### config.mk
export PLATFORM = sky130hd
export DESIGN_NAME = pbra_front
export DESIGN_NICKNAME = d
export VERILOG_FILES = /design/src/rtl/core/pbra_pkg.sv /design/src/rtl/core/pbra_front.sv
export SDC_FILE = /design/constraint.sdc
export NUM_CORES = 1
export LEC_CHECK = 0
export BUFFER_PORTS_ARGS = -buffer_cell sky130_fd_sc_hd__buf_4
export CAP_MARGIN = 10
export CORE_MARGIN = 1.5
export CORE_UTILIZATION = 25
export CTS_BUF_LIST = sky130_fd_sc_hd__clkbuf_16
export DETAILED_ROUTE_END_ITERATION = 7
export PLACE_DENSITY = 0.43
export SYNTH_ARGS = -nofsm -noshare
export SYNTH_HDL_FRONTEND = slang
export SYNTH_SLANG_ARGS = --single-unit
### constraint.sdc
create_clock -name i_clk -period 20.2 [get_ports i_clk]
set_clock_uncertainty 0.2 [all_clocks]
set_input_delay 0 -clock i_clk [delete_from_list [all_inputs] [get_ports i_clk]]
set_output_delay 0 -clock i_clk [all_outputs]
set_load 0.01 [all_outputs]
### src/rtl/core/pbra_pkg.sv
package pbra_pkg;

    localparam int AXIS_W = 21;

    typedef enum logic [1:0] {
        KIND_CLEAR = 2'd0,
        KIND_ADD   = 2'd1
    } t_kind_unused;

    typedef enum logic [2:0] {
        REG_ORIGIN_X  = 3'd0,
        REG_ORIGIN_Y  = 3'd1,
        REG_ORIGIN_Z  = 3'd2,
        REG_EYE_DIR   = 3'd3,
        REG_RIGHT     = 3'd4,
        REG_UP        = 3'd5,
        REG_EYE_DIST  = 3'd6,
        REG_PERSP     = 3'd7
    } t_reg;

    typedef enum logic [3:0] {
        ST_IDLE,
        ST_OFFSET,
        ST_DMUL,
        ST_DACC,
        ST_CHECK,
        ST_DIV,
        ST_EMUL1,
        ST_EACC1,
        ST_EMUL2,
        ST_EACC2,
        ST_XMUL,
        ST_XACC,
        ST_YMUL,
        ST_YACC,
        ST_EXMUL,
        ST_FINISH
    } t_state;

    typedef struct packed {
        logic signed [31:0] origin_x;
        logic signed [31:0] origin_y;
        logic signed [31:0] origin_z;
        logic [62:0]        eye_dir;
        logic [62:0]        right_axis;
        logic [62:0]        up_axis;
        logic [31:0]        eye_dist;
        logic               persp;
    } t_cfg;

    typedef struct packed {
        logic               add;
        logic signed [31:0] pos_x;
        logic signed [31:0] pos_y;
        logic signed [31:0] pos_z;
        logic signed [31:0] ext_top;
        logic signed [31:0] ext_bottom;
        logic signed [31:0] ext_left;
        logic signed [31:0] ext_right;
    } t_item;

    typedef struct packed {
        logic signed [31:0] top;
        logic signed [31:0] bottom;
        logic signed [31:0] left;
        logic signed [31:0] right;
        logic               rect_valid;
        logic               skipped;
    } t_result;

    localparam logic signed [71:0] SAT_MAX = 72'sd2147483647;
    localparam logic signed [71:0] SAT_MIN = -72'sd2147483648;

    function automatic logic signed [31:0] sat32(input logic signed [71:0] v);
        logic signed [31:0] r;
        if (v > SAT_MAX) begin
            r = 32'sh7fffffff;
        end else if (v < SAT_MIN) begin
            r = 32'sh80000000;
        end else begin
            r = v[31:0];
        end
        return r;
    endfunction

    function automatic logic signed [20:0] axis_comp(input logic [62:0] p,
                                                    input logic [1:0] i);
        logic signed [20:0] r;
        case (i)
            2'd0:    r = p[20:0];
            2'd1:    r = p[41:21];
            default: r = p[62:42];
        endcase
        return r;
    endfunction

endpackage

### src/rtl/core/pbra_front.sv
module pbra_front
    import pbra_pkg::*;
(
    input  logic  i_clk,
    input  logic  i_rst_n,
    input  logic  i_push,
    output logic  o_full,
    input  t_item i_item,
    output logic  o_avail,
    output t_item o_item,
    input  logic  i_take
);

    // two-entry request queue between the ports and the sequencer
    t_item      r_mem [2];
    logic       r_wp;
    logic       r_rp;
    logic [1:0] r_cnt;
    logic       wr;
    logic       rd;

    assign o_full  = (r_cnt == 2'd2);
    assign o_avail = (r_cnt != 2'd0);
    assign o_item  = r_mem[r_rp];
    assign wr      = i_push && !o_full;
    assign rd      = i_take && o_avail;

    always_ff @(posedge i_clk) begin
        if (!i_rst_n) begin
            r_wp  <= 1'b0;
            r_rp  <= 1'b0;
            r_cnt <= 2'd0;
        end else begin
            if (wr) begin
                r_wp <= !r_wp;
            end
            if (rd) begin
                r_rp <= !r_rp;
            end
            r_cnt <= r_cnt + 2'(wr) - 2'(rd);
        end
    end

    always_ff @(posedge i_clk) begin
        if (wr) begin
            r_mem[r_wp] <= i_item;
        end
    end

endmodule

==> run metrics, run 1 <==
htree depth 2; post-cts resize count 0; Detail Placement HPWL 29,300 um; CTS buffer count 52; stage reached clock tree synthesis; fraction of registers with async set/reset 0; run status aborted with a tool error; Die H 264 um; Distinct cells, synth 18; Tool Error [ERROR RSZ-0060] Max buffer count reached.; Syn Area/Cell 23.5 um2; EDFF count, synth 450; postcts setup bufs 0; Post-Synthesis Cells 726; part of the Yosys area used for sequential elements 0.797; total clock sinks 455; Syn Nets 957; Bufs on Longest Clock Path 3; DP Cell Count 2,038; Post-Syn Area 17,100 um2; Starting Density 0.253; GP Congestion 0.751; port bufs 455; Hold Buf Count CTS 427; Top Ports 456; post-synthesis register bit count 455; FP Rows 95; top_reg_cell synth edfxtp_1; YS warnings 0; Die W 264 um; Root Driver clkbuf_16
[cell families after synthesis]
kind of cell | share of synthesized area
compound gates | 0.000440
fa+ha+maj | 0.00146
buf+inv | 0.0146
mux | 0.182
simple gates | 0.00315
xor+xnor | 0.00154
flops | 0.797
[synth_stat cells, types with 2 or more instances]
library cell,n,share of area
nand2b_1,2,0.00073
buf_2,7,0.0021
nand2_1,2,0.00044
nor2_1,4,0.00088
mux2_4,150,0.13
mux2_2,75,0.049
buf_6,18,0.012
ha_1,2,0.0015
dfxtp_1,5,0.0059
edfxtp_1,450,0.79
inv_1,3,0.00066
xnor2_1,2,0.0010
[per-stage QoR]
stage,worst slack (ns),area [um2]
after detailed placement,16.29,21400
after global placement,16.31,21400
after floorplan,9.28,17100
==> inputs of run 2 (changes only) <==
Settings changed: CORE_UTILIZATION 25 to 20, CTS_BUF_LIST sky130_fd_sc_hd__clkbuf_16 to unset, PLACE_DENSITY 0.43 to unset, PLACE_DENSITY_LB_ADDON set to 0.15.
==> run 2 against run 1 <==
Net effect: the flow now finishes without violations; area after synthesis did not move; synthesized cell count did not move.
==> run metrics, run 2 <==
startpoint class of the critical path flop; Leak 10.6 nW; CP max FO 53; Slew headroom 0.317; share of power burned in registers 0.413; Largest register FFs 450; Req. time, crit path 20.00 ns; Final period util 0.197; Syn Nets 957 (unchanged); combinational share of power 0.280; most frequent cells in the layout 467 x buf_4, 455 x dlygate4sd3_1, 450 x edfxtp_1; nets 1,909; Starting Density 0.203 (-0.0503); Post-Synthesis Cells 726 (unchanged); setup repair after global routing missed its margin false; fmax 251 MHz; Root Driver clkbuf_16; EDFF count, synth 450 (unchanged); CORE AREA 84,100 um2; Post-Route Utilization 0.333; DR pass1 iterations 4; pin count of the biggest net entering global routing 64; Detail Placement HPWL 31,700 um (+8.0%); Max-cap violations 0; first-pass GRT wire length 70,000 um; post-synthesis register bit count 455 (unchanged); Die H 295 um (+12%); initial antenna violation count 1; Worst Hold Depth 2; synth top area cells edfxtp_1 79%, mux2_4 13%, mux2_2 4.9%, buf_6 1.2%, dfxtp_1 0.59%; mux share of post-synthesis cell area 0.182 (unchanged); GRT Total Usage 0.107; post-synthesis compound-gate area fraction 0.000439 (unchanged); Yosys top cell area share 0.791 (unchanged); DIE AREA 87,200 um2; Reg with most FFs r_mem; Synth top cells by count 450 x edfxtp_1, 150 x mux2_4, 75 x mux2_2; Skew-Pair Late Insertion Delay 0.58 ns; WL per Instance 16.9 um; Clock power frac 0.307; biggest regs r_mem (450), r_cnt (2); Distinct cells, synth 18 (unchanged); Via-to-Cell Ratio 3.61; total gr overflow 0; Final Max Slew Viols 0; hold crit path type input port to flop; Internal 2.18 mW; sw frac 0.271; Die W 295 um (+12%); post-synthesis simple-gate area fraction 0.00315 (unchanged); Worst Max-Slew Pin Slew 1.03 ns; run status completed; YS warnings 0 (unchanged); clock slew at reported path FFs 0.06 ns; Power Dens Cells 107 nW/um2; Bufs on Longest Clock Path 3 (unchanged); port bufs 455 (unchanged); fraction of registers with async set/reset 0 (unchanged); CP arrival 3.79 ns; part of the Yosys area used for sequential elements 0.797 (unchanged); post-route ant nets 0; final hold violation count 0; XOR/XNOR share of the synthesized area 0.00154 (unchanged); Setup Crit Path Kind flop to primary output; FP Rows 106 (+12%); P&R area growth vs syn 63.9%; post-cts resize count 0 (unchanged); total wire length 48,300 um; post-synth top area cell edfxtp_1; First DRT Iteration DRCs 336; routed vias 10,300; CTS tree yes; vias in the first global route 11,500; FF-to-FF path depth 5; setup TNS 0 ns; sw power 0.811 mW; Top Ports 456 (unchanged); Critical Path Sink Type primary output; minimum clock period 3.99 ns; Post-Syn Area 17,100 um2 (unchanged); adder-cell share of the synthesized area 0.00146 (unchanged); GP Congestion 0.706 (-6.0%); total clock sinks 455 (unchanged); share of layout cells above drive strength 1 0.448; htree depth 2 (unchanged); CTS buffer count 53 (+1.9%); count leader, synth edfxtp_1; Residual DRC 0; top_reg_cell synth edfxtp_1; Worst IR Drop VDD 0.0583 mV; largest family of logic cells by synthesized area multiplexers; Syn Area/Cell 23.5 um2 (unchanged); Setup violations, final 0; leading cell type in the layout, fill and taps excluded buf_4
run 2: cell type report:
cell class	count	area, um2
Antenna cell	1	2.50
Clock buffer	66	1420
Clock inverter	31	238
Fill cell	8376	56100
Inverter	3	11.3
Multi-Input combinational cell	243	3230
Sequential cell	455	13600
Tap cell	1134	1420
Timing Repair Buffer	922	8060
run 2: what timing repair did:
item	in CTS	in global routing
endpoints found under the hold margin	474	0
setup endpoints to repair	0	0
buffers inserted	0	0
hold buffers	455	0
run 2: critical path, stage by stage, from the launching register on:
cell and delay (ns):
dfxtp_4 0.98, buf_4 0.89, buf_4 0.71, mux2_4 0.36
buf_4 0.14
run 2: logic make-up (layout without fill, tap and decap cells):
| group | count (synthesis) | after routing |
|---|---|---|
| xor gates and xnor gates | 3 | 3 |
| DFF | 455 | 455 |
| AOI/OAI and AO/OA | 1 | 1 |
| adders and majority gates | 2 | 2 |
| muxes | 226 | 226 |
| buffers and inverters | 28 | 1022 |
| other | 0 | 1 |
| and+or+nand+nor | 11 | 11 |
run 2: final timing paths:
path	slack (ns)	start	endpoint
max	16.21	flop	o_item[146]
min	0.06	i_item[173]	r_mem[1][173]
max reg2reg	16.38	r_cnt[0]	r_mem[1][148]
min reg2reg	0.33	r_wp	r_wp
run 2: metal layers:
| layer | vias up | global-route usage | wire length, um |
|---|---|---|---|
| li1 | 4816 | - | - |
| met1 | 5162 | 0.116 | 18300 |
| met2 | 243 | 0.198 | 25800 |
| met3 | 73 | 0.0307 | 2990 |
| met4 | 0 | 0.0351 | 1160 |
| met5 | - | 0 | 0 |
run 2: per-stage QoR:
| step | area [um2] | instances | power [mW] | hold slack (ns) | setup slack, ns |
|---|---|---|---|---|---|
| finish | 28000 | 2855 | 2.99 | 0.0609 | 16.21 |
| global route | 28000 | 2855 | 3.14 | 0.0387 | 15.94 |
| CTS | 28000 | 2854 | 3.06 | 0.0200 | 16.02 |
| detailed placement | 21800 | 2302 | 2.05 | -0.0124 | 16.18 |
| global placement | 21800 | 2302 | 2.05 | -0.0144 | 16.22 |
| floorplan | 17100 | 726 | 1.72 | -0.101 | 9.28 |
run 2: power by group through the flow:
stage / Combinational (mW) / Sequential, mW / Clock, mW
floorplan: 0.446 / 1.27 / 0
global route: 0.898 / 1.25 / 0.995
finish: 0.837 / 1.24 / 0.919
CTS: 0.864 / 1.24 / 0.960
global placement: 0.790 / 1.26 / 0
detailed placement: 0.787 / 1.26 / 0
Note: power is estimated with default switching activity, not from simulation.
